**src/rtl/gfwr_ram.sv**
```systemverilog
// Generic simple dual-port RAM: one write port, one read port, registered read.
// A read of the address written in the same cycle returns the old contents.
// No dependencies.
module gfwr_ram #(
	parameter int WIDTH = 32,
	parameter int DEPTH = 16
) (
	input  logic                     clk,
	input  logic                     we,
	input  logic [$clog2(DEPTH)-1:0] waddr,
	input  logic [WIDTH-1:0]         wdata,
	input  logic                     re,
	input  logic [$clog2(DEPTH)-1:0] raddr,
	output logic [WIDTH-1:0]         rdata
);

	logic [WIDTH-1:0] mem_q [DEPTH];

	always_ff @(posedge clk) begin
		if (we) begin
			mem_q[waddr] <= wdata;
		end
	end

	always_ff @(posedge clk) begin
		if (re) begin
			rdata <= mem_q[raddr];
		end
	end

endmodule

```
**config.mk**
```make
export PLATFORM = sky130hd
export DESIGN_NAME = gfwr_ram
export DESIGN_NICKNAME = d
export VERILOG_FILES = /design/src/rtl/gfwr_ram.sv
export SDC_FILE = /design/constraint.sdc
export NUM_CORES = 1
export LEC_CHECK = 0
export BUFFER_PORTS_ARGS = -buffer_cell sky130_fd_sc_hd__buf_2
export CORE_UTILIZATION = 30
export CTS_BUF_LIST = sky130_fd_sc_hd__clkbuf_2
export CTS_CLUSTER_SIZE = 20
export DETAILED_ROUTE_END_ITERATION = 12
export HOLD_SLACK_MARGIN = 0.08
export PLACE_DENSITY = 0.47
export REMOVE_ABC_BUFFERS = 1
export SLEW_MARGIN = 20
export SYNTH_ARGS = -nofsm -noshare
export SYNTH_HDL_FRONTEND = slang
export SYNTH_SLANG_ARGS = --single-unit
```
**constraint.sdc**
```tcl
create_clock -name clk -period 5.07 [get_ports clk]
set_input_delay 1.014 -clock clk [delete_from_list [all_inputs] [get_ports clk]]
set_output_delay 1.014 -clock clk [all_outputs]
set_load 0.02 [all_outputs]
```
==> results.yml <==
synth:
  seq_area_frac_synth_pct: 81.0
  syn_inst: 838
  syn_area_per_cell_sq_um: 24.1
  yosys_warnings: 0
  netlist_area_sq_um: 20200
  synth-seq-cells: 544
  synth.distinct_cells: 17
finish:
  fill_cells: 6271
  drive_gt1_share_pct: 39.6
  layout.nets: 1117
  syn_to_final_growth_pct: 15.7
worst_hold_path:
  hp-class: "primary input to flip-flop"
  hp-start: "waddr[3]"
  whs_path_depth: 3
  min_to: "mem_q[3][30]$_DFFE_PP_"
detailed_routing:
  wirelength_mm: 48.1
  via_count: 9611
  drc: 2
  drt-initial-drc-count: 726
  viasPerCell: 4.74
  dr.pass1.iters: 9
  antenna_left: 0
  post_drt_wl_per_cell_microns: 23.7
global_route:
  grt_overflow: 0
  grt_pass1_wl_mm: 70.5
  grt_pass1_vias: 10500
  grt_usage_pct: 14.7
  grt_max_degree: 65
  grt_antenna_before_repair: 4
clocking:
  numCtsBuffers: 140
  clk_latency_ps: 1200
  htreeDepth: 4
  cts_root_buf: "clkbuf_2"
  cts_tree: "built"
  clock-sinks: 544
  clk_pin_slew_ps: 100
  cts_buffer_depth: 3
  postCtsSetupBuffers: 0
worst_setup_path:
  crit_fanout: 1
  r2r-end: "rdata[20]$_DFFE_PP_"
  reg2reg_from: "mem_q[1][20]$_DFFE_PP_"
  crit_chain: "buf_2"
  crit_slowest_cell: "edfxtp_1"
  startpoint: "rdata[11]$_DFFE_PP_"
  reg2reg_depth: 3
  crit_required_ps: 4060
  endpoint_kind: "output port"
  crit_buf_inv: 1
  crit_arrival_ps: 1850
  crit_family: "flip-flops"
  worstSetupPathType: "flip-flop to output port"
  cpPeakStageDelay_ps: 470
  startpoint_type: "flip-flop"
  rrSetupSlack_ps: 3600
floorplan:
  die_w_microns: 261
  io_pins: 75
  start_util_pct: 30.5
  core.rowCount: 94
  core_area_sq_um: 66100
  die_area_sq_um: 68300
  die_h_microns: 261
timing:
  worstMarginPinSlew_ps: 1120
  timing.hold.ws_ps: 508
  finalMaxSlewViolations: 0
  final-setup-viol-count: 0
  max-slew-margin-rel_pct: 24.9
  tns_ps: 0
  post-route-period-util_pct: 56.5
  period_minus_slack_ps: 2870
  skew_ps: 54.1
  rsz0062_at_grt: "false"
  fmax_mhz: 349
  hold_violations: 0
pwr:
  p_leak_nw: 7.61
  p_clk_share_pct: 34.3
  p_total_mw: 8.49
  comb_power_share_pct: 5.7
  swShare_pct: 24.2
  seq_power_share_pct: 59.9
  irDropWorstVdd_uv: 183
  p_switching_mw: 2.05
  powerDensity_nw_per_um2: 363
  p_int_mw: 6.44
place:
  place_hpwl_mm: 25.1
  place_congestion: 0.697
  io_buffers: 74
outcome:
  outcome: "complete, but fails checks"
  violations: "design-rule violations"
job:
  drv_cap: 0
==> power groups by stage <==
stage                     Clock [mW]  Sequential, mW  Combinational [mW]
after floorplan                    0            5.21               0.194
after global placement             0            5.19               0.473
after detailed placement           0            5.19               0.482
after CTS                       3.04            5.09               0.504
after global routing            3.25            5.10               0.530
final                           2.91            5.09               0.488
==> final cells by class <==
type                    count  area, sq um  share of cell area, %
clock buffers             197          986                   4.22
flip-flops and latches    544        16300                   70.0
well taps                 864         1080                   4.63
clock inverters            34          211                  0.906
multi-input cells         251         3750                   16.1
repair buffers            137          983                   4.21
diodes                      1         2.50                 0.0107
==> kinds of logic after synthesis <==
family,after synthesis,synth area share [%]
flops,544,81.0
mux,128,14.3
compound gates,64,2.38
simple gates,59,1.25
buf+inv,43,1.10
==> cell usage after synthesis <==
master | instances | share of area [%]
edfxtp_1 | 544 | 81
nand2_1 | 33 | 0.61
mux4_2 | 128 | 14
buf_1 | 9 | 0.17
buf_4 | 11 | 0.41
nand3b_1 | 2 | 0.074
and2_1 | 1 | 0.031
nor2b_1 | 2 | 0.062
nand3_1 | 1 | 0.025
a22oi_1 | 64 | 2.4
clkbuf_1 | 17 | 0.32
nor2_1 | 13 | 0.24
buf_2 | 4 | 0.099
nor3_1 | 4 | 0.099
buf_6 | 2 | 0.11
or3b_2 | 1 | 0.043
nand2b_1 | 2 | 0.062
==> metrics by stage <==
stage          cells  instance area [sq um]  setup WS, ps  utilization, %
2_1_floorplan    795                  20000           876               -
4_1_cts         2027                  23300          1990            35.3
5_1_grt         2028                  23300          1990            35.3
3_5_place_dp    1764                  21800          1740            33.0
3_3_place_gp    1763                  21800          1740            33.0
6_report        2028                  23300          2200            35.3
==> cells in the final DEF, fill, tap and decap left out <==
cell type,count
clkbuf_8,1
or3b_2,1
buf_6,1
clkinv_1,25
clkinv_2,4
inv_2,2
nand2b_1,2
nand3b_1,2
clkbuf_2,197
nand2_1,33
buf_16,1
nand3_1,1
mux4_2,128
buf_4,28
and2_2,1
dlygate4sd3_1,32
nor2b_4,2
bufinv_16,3
nor3_2,4
buf_2,72
buf_12,2
nor2_4,13
diode_2,1
edfxtp_1,544
a22oi_1,64
==> worst max-delay path by stage <==
| stage | slack, ps | to | cells after the start |
|---|---|---|---|
| after floorplan | 880 | mem_q[0][0]$_DFFE_PP_ | 2 |
| after global placement | 1740 | rdata[18]$_DFFE_PP_ | 5 |
| after detailed placement | 1740 | rdata[8]$_DFFE_PP_ | 5 |
| after CTS | 1990 | rdata[1] | 1 |
| after global routing | 1990 | rdata[1] | 1 |
| final | 2200 | rdata[11] | 1 |
==> flip-flops by register name, summed over array words and instances, names as in the netlist <==
signal / count
mem_q: 512
rdata: 32
==> routing by layer <==
layer	global-route usage, %	up-vias	part of all wire (%)
met5	0	-	0.069
met4	4.83	6	1.6
met3	4.39	77	5.3
met2	22.6	289	48
met1	19.8	5089	45
li1	-	4150	-
==> timing repair <==
| action | CTS | global route |
|---|---|---|
| endpoints found under the hold margin | 512 | 0 |
| gates resized for setup | 0 | 0 |
| hold buffers | 32 | 0 |
(Power assumes the default switching activity.)
