===== src/rtl/gfwr_pkg.sv =====
// Shared types and constants for the full-weighting grid restriction block.
// Holds the cell payload structs, the stencil kind codes and the lane control struct.
// Depends on nothing; every file that uses it refers to it by scoped names.
package gfwr_pkg;

	localparam int MAX_FINE_SIZE_DEF = 256;
	localparam int DATA_W = 32;
	localparam int NUM_LANES = 4;
	localparam int POS_W = 9;
	localparam int COORD_W = 8;
	localparam int CFG_INDEX_W = 1;
	localparam int CFG_DATA_W = 9;
	localparam int AREA_SHIFT = 4;
	localparam int LINE_SHIFT = 2;

	localparam logic [CFG_INDEX_W-1:0] CFG_FINE_WIDTH = 1'b0;
	localparam logic [CFG_INDEX_W-1:0] CFG_FINE_HEIGHT = 1'b1;

	typedef logic [POS_W-1:0] pos_t;
	typedef logic [COORD_W-1:0] coord_t;
	typedef logic signed [DATA_W-1:0] sample_t;

	typedef enum logic [1:0] {
		KIND_NONE,
		KIND_INTERIOR,
		KIND_ROW_GHOST,
		KIND_COL_GHOST
	} kind_t;

	typedef struct packed {
		sample_t planck_value;
		sample_t source_value;
		sample_t destruction_value;
		sample_t opacity_value;
	} fine_cell_t;

	typedef struct packed {
		coord_t  coarse_row;
		coord_t  coarse_col;
		sample_t planck_out;
		sample_t source_out;
		sample_t destruction_out;
		sample_t opacity_out;
		logic    frame_done;
	} coarse_cell_t;

	typedef struct packed {
		logic  s1_move;
		kind_t kind_s2;
	} lane_ctrl_t;

endpackage


===== src/rtl/gfwr_lane.sv =====
// One quantity lane: column sums, a two-column window and the final weighting.
// Stage 1 forms the vertical (1,2,1) sum; stage 2 weights by kind: both directions inside, one line for ghosts.
// Depends on gfwr_pkg.
module gfwr_lane (
	input  logic                 clk,
	input  gfwr_pkg::lane_ctrl_t ctrl,
	input  gfwr_pkg::sample_t    top_val,
	input  gfwr_pkg::sample_t    mid_val,
	input  gfwr_pkg::sample_t    bot_val,
	output gfwr_pkg::sample_t    result
);

	localparam int ColW = gfwr_pkg::DATA_W + 2;
	localparam int AreaW = gfwr_pkg::DATA_W + 4;

	logic signed [ColW-1:0]  vsum_now;
	logic signed [ColW-1:0]  vs1_q, vs2_q;
	logic signed [ColW-1:0]  vs0_s2, vs1_s2, vs2_s2;
	gfwr_pkg::sample_t       bt1_q, bt2_q;
	gfwr_pkg::sample_t       bt0_s2, bt1_s2, bt2_s2;
	logic signed [AreaW-1:0] area_sum, area_shift;
	logic signed [ColW-1:0]  line_sum, line_shift, col_shift;

	assign vsum_now = ColW'(top_val) + (ColW'(mid_val) <<< 1) + ColW'(bot_val);

	// The window keeps the column sums and bottom values of the two previous cells.
	always_ff @(posedge clk) begin
		if (ctrl.s1_move) begin
			vs1_q  <= vsum_now;
			vs2_q  <= vs1_q;
			bt1_q  <= bot_val;
			bt2_q  <= bt1_q;
			vs0_s2 <= vsum_now;
			vs1_s2 <= vs1_q;
			vs2_s2 <= vs2_q;
			bt0_s2 <= bot_val;
			bt1_s2 <= bt1_q;
			bt2_s2 <= bt2_q;
		end
	end

	assign area_sum = AreaW'(vs2_s2) + (AreaW'(vs1_s2) <<< 1) + AreaW'(vs0_s2);
	assign line_sum = ColW'(bt2_s2) + (ColW'(bt1_s2) <<< 1) + ColW'(bt0_s2);
	assign area_shift = area_sum >>> gfwr_pkg::AREA_SHIFT;
	assign line_shift = line_sum >>> gfwr_pkg::LINE_SHIFT;
	assign col_shift = vs0_s2 >>> gfwr_pkg::LINE_SHIFT;

	always_comb begin
		case (ctrl.kind_s2)
			gfwr_pkg::KIND_INTERIOR:  result = area_shift[gfwr_pkg::DATA_W-1:0];
			gfwr_pkg::KIND_ROW_GHOST: result = line_shift[gfwr_pkg::DATA_W-1:0];
			gfwr_pkg::KIND_COL_GHOST: result = col_shift[gfwr_pkg::DATA_W-1:0];
			default:                  result = '0;
		endcase
	end

endmodule


===== config.mk =====
export PLATFORM = sky130hd
export DESIGN_NAME = gfwr_lane
export DESIGN_NICKNAME = d
export VERILOG_FILES = /design/src/rtl/gfwr_pkg.sv /design/src/rtl/gfwr_lane.sv
export SDC_FILE = /design/constraint.sdc
export NUM_CORES = 1
export LEC_CHECK = 0
export BUFFER_PORTS_ARGS = -buffer_cell sky130_fd_sc_hd__buf_4
export CAP_MARGIN = 20
export CORE_MARGIN = 10
export CORE_UTILIZATION = 60
export DETAILED_ROUTE_END_ITERATION = 7
export GPL_TIMING_DRIVEN = 0
export PLACE_DENSITY = 0.81
export SYNTH_ARGS = -nofsm -noshare
export SYNTH_HDL_FRONTEND = slang
export SYNTH_SLANG_ARGS = --single-unit

===== constraint.sdc =====
create_clock -name clk -period 8.2 [get_ports clk]
set_clock_uncertainty 0.05 [all_clocks]
set_input_delay 0.41 -clock clk [delete_from_list [all_inputs] [get_ports clk]]
set_output_delay 0.41 -clock clk [all_outputs]
set_load 0.01 [all_outputs]

==> summary.md <==
| Metric | Value |
|---|---|
| Syn nets | `1,383` |
| Area leader, netlist | `edfxtp_1` |
| Fmax achieved | `184.0 MHz` |
| Synth cell count leaders | `edfxtp_1, fa_1, ha_1` |
| Initial Util | `61.15%` |
| Routed vias/inst | `just over 6` |
| Largest net degree at the start of global routing | `108` |
| I/O pins | `132` |
| RSZ-0062 raised after global routing | `false` |
| Number of diodes | `0` |
| Synth Flop Type | `edfxtp_1` |
| # nets final | `1,533` |
| Metal3 WL | `1903 µm` |
| Worst hold path depth | `1` |
| WL/cell | `20.12 µm` |
| Data required, critical path | `7.74 ns` |
| Remaining Overflow, GRT | `0` |
| Count leader, synth | `edfxtp_1` |
| Final Util | `69.99%` |
| Peak supply drop | `0.1585 mV` |
| Final period demand of the worst path | `5.434 ns` |
| R2R cell count | `0` |
| Netlist cell types | `59` |
| Max_cap viols | `0` |
| Number of global-route vias before repair | `9,583` |
| R2R Path End | `vs1_s2[25]$_DFFE_PP_` |
| Met2 routed WL | `14,730 µm` |
| Hold Buf Count CTS | `0` |
| Gpl congestion | `0.9568` |
| P_int | `0.002801 W` |
| Global-route wire length before repair | `48,760 µm` |
| Total track usage | `21.24%` |
| Core Area | `about 22,000 µm²` |
| DR pass1 iterations | `5` |
| Yosys warns | `0` |
| Clock power share | `between 10% and 20%` |
| Hold endpoint | `bt0_s2[2]$_DFFE_PP_` |
| Clk sink count | `198` |
| Register area share after synthesis | `44.56%` |
| Post-CTS setup buffer count | `0` |
| WP data arrival | `4.97 ns` |
| Pwr dens | `between 300 and 400 nW/µm²` |
| Dpl cells | `1,497` |
| Layout cells sized above 1 | `14.41%` |
| FFs w/ async S/R, synth | `0%` |
| Max-slew headroom | `44.90%` |
| CTS max path bufs | `2` |
| Status | `completed` |
| CTS tree | `done` |
| Area contributors post-synth | `edfxtp_1, fa_1, ha_1` |
| Root buffer cell | `clkbuf_16` |
| Max layer used | `met4` |
| Static Leak | `roughly 6.1 nW` |
| Switch Pwr | `0.001950 W` |
| RR Startpoint | `vs0_s2[25]$_DFFE_PP_` |
| Post-synth top area share | `44.56%` |
| CTS clk-pin slew, worst paths | `0.08 ns` |
| Die height | `169.1 µm` |
| Hold path start | `bot_val[2]` |
| CP endpoint kind | `output port` |
| Cell Area, Synth | `13,340 µm²` |
| CTS buffer count | `17` |
| R2R Setup Slk | `around 7.3 ns` |
| WL final | `just over 30,000 µm` |
| Area Growth Syn to Fin | `14.47%` |
| Syn Inst Count | `1,086` |
| Iter 0 DRT Violations | `921` |
| Cts repair resizes | `0` |
| # setup viols final | `0` |
| Setup TNS | `0 ns` |
| Syn avg cell area | `about 12 µm²` |
| HPWL Detailed | `24,210 µm` |
| Synthesized flop and latch total | `a little under 200` |
| Post-synth EDFFs | `198` |
| IO Port Bufs | `between 100 and 150` |
| Remaining DRCs | `0` |
| Initial antenna violation count | `0` |
| Nature of the critical path startpoint | `register` |
| Comb pwr share | `52.3%` |
| Clock Latency Late Sink | `0.45 ns` |
| Die X-Extent | `169.1 µm` |
| Routed Antenna Nets | `0` |
| Final Cycle Share | `66.27%` |
| Crit Path Max Fanout | `4` |
| Htree depth | `4` |
| Final slew viol count | `0` |
| Vias | `9,397` |
| Hold Path Class | `primary input to register` |
| Post-Layout Cell Count | `1,529` |
| Die ar. | `28,610 µm²` |
| Sequential share of power | `30.5%` |
| Wire length on met1 | `13,360 µm` |
| Switching Share | `about two fifths` |
| Placement Rows | `54` |
| Final Hold Fails | `0` |
| WS Path Type | `register to output port` |
| Slew of the pin with the lowest slew margin | `0.8158 ns` |
==> registers in the layout (all words and copies together), names as in the netlist <==
signal	count
vs0_s2	34
vs1_s2	34
vs2_s2	34
bt0_s2	32
bt1_s2	32
bt2_s2	32
==> cell families after synthesis <==
family | after synthesis | synth area share [%]
xor+xnor | 83 | 5.448
simple gates | 227 | 8.139
compound gates | 313 | 15.57
fa+ha+maj | 197 | 24.10
mux | 6 | 0.4501
buf+inv | 62 | 1.744
flops | 198 | 44.56
==> critical path, stage by stage, from the launching register on <==
cell and delay, ns:
edfxtp_1 0.44, fa_1 0.52, and3_1 0.22, fa_1 0.41, a21oi_1 0.25, nor2_1 0.12
nor4_1 0.50, o221ai_1 0.37, a31oi_1 0.51, o21ai_0 0.24, a221oi_1 0.41, xor2_1 0.11
o21ai_0 0.24, buf_4 0.18
==> final cells by class <==
type | instances | area (µm²)
Multi-Input combinational cell | 826 | 7166
Fill cell | 1525 | 6549
Sequential cell | 198 | 5946
Timing Repair Buffer | 131 | 1011
Clock buffer | 19 | 432.9
Tap cell | 280 | 350.3
Inverter | 41 | 153.9
Clock inverter | 13 | 136.4
Buffer | 21 | 78.83
==> per-layer routing <==
metal,global-route usage (%),vias to the layer above
li1,-,4376
met1,28.85,4598
met2,34.34,361
met3,3.289,62
met4,7.054,0
met5,0,-
==> how the worst max path moves through the flow <==
stage	startpoint	endpoint	slack, ns	depth (start not counted)
final	bt0_s2[1]$_DFFE_PP_	result[25]	2.77	13
after global routing	bt0_s2[1]$_DFFE_PP_	result[25]	2.64	13
after CTS	bt0_s2[1]$_DFFE_PP_	result[25]	2.87	13
after detailed placement	bt0_s2[1]$_DFFE_PP_	result[25]	3.41	13
after global placement	bt0_s2[1]$_DFFE_PP_	result[25]	3.45	13
after floorplan	bt0_s2[1]$_DFFE_PP_	result[25]	4.27	12
==> per-stage QoR <==
step | total power [W] | worst slack, ns | hold slack [ns] | area [µm²]
2_1_floorplan | 0.003174 | 4.271 | 0.3764 | 13340
3_3_place_gp | 0.003827 | 3.450 | 0.3843 | 14670
3_5_place_dp | 0.003889 | 3.408 | 0.3985 | 14710
4_1_cts | 0.004729 | 2.875 | 0.08412 | 15270
5_1_grt | 0.005061 | 2.645 | 0.08657 | 15270
6_report | 0.004751 | 2.766 | 0.09131 | 15270
==> placed cells by master, fill, tap and decap left out, drive strengths merged, types with 10 or more instances in the layout <==
| cell type | Yosys | layout |
|---|---|---|
| ha | 97 | 97 |
| nor2b | 11 | 11 |
| and2 | 10 | 10 |
| nor3 | 17 | 17 |
| nand2b | 13 | 13 |
| xor2 | 28 | 28 |
| nand2 | 70 | 70 |
| a211oi | 11 | 11 |
| o21ai | 72 | 72 |
| edfxtp | 198 | 198 |
| a21o | 45 | 45 |
| clkbuf | 19 | 38 |
| o21bai | 12 | 12 |
| xnor2 | 55 | 55 |
| a31oi | 12 | 12 |
| inv | 41 | 48 |
| nand3 | 21 | 21 |
| buf | 2 | 133 |
| nor2 | 48 | 48 |
| fa | 100 | 100 |
| and3 | 16 | 16 |
| a21oi | 79 | 79 |
==> power by group through the flow <==
stage	clock network, W	logic, W	registers, W
2_1_floorplan	0	0.00176	0.00141
3_3_place_gp	0	0.00236	0.00146
3_5_place_dp	0	0.00242	0.00147
4_1_cts	0.000827	0.00245	0.00145
5_1_grt	0.000865	0.00273	0.00147
6_report	0.000818	0.00248	0.00145
(Power assumes the default switching activity.)
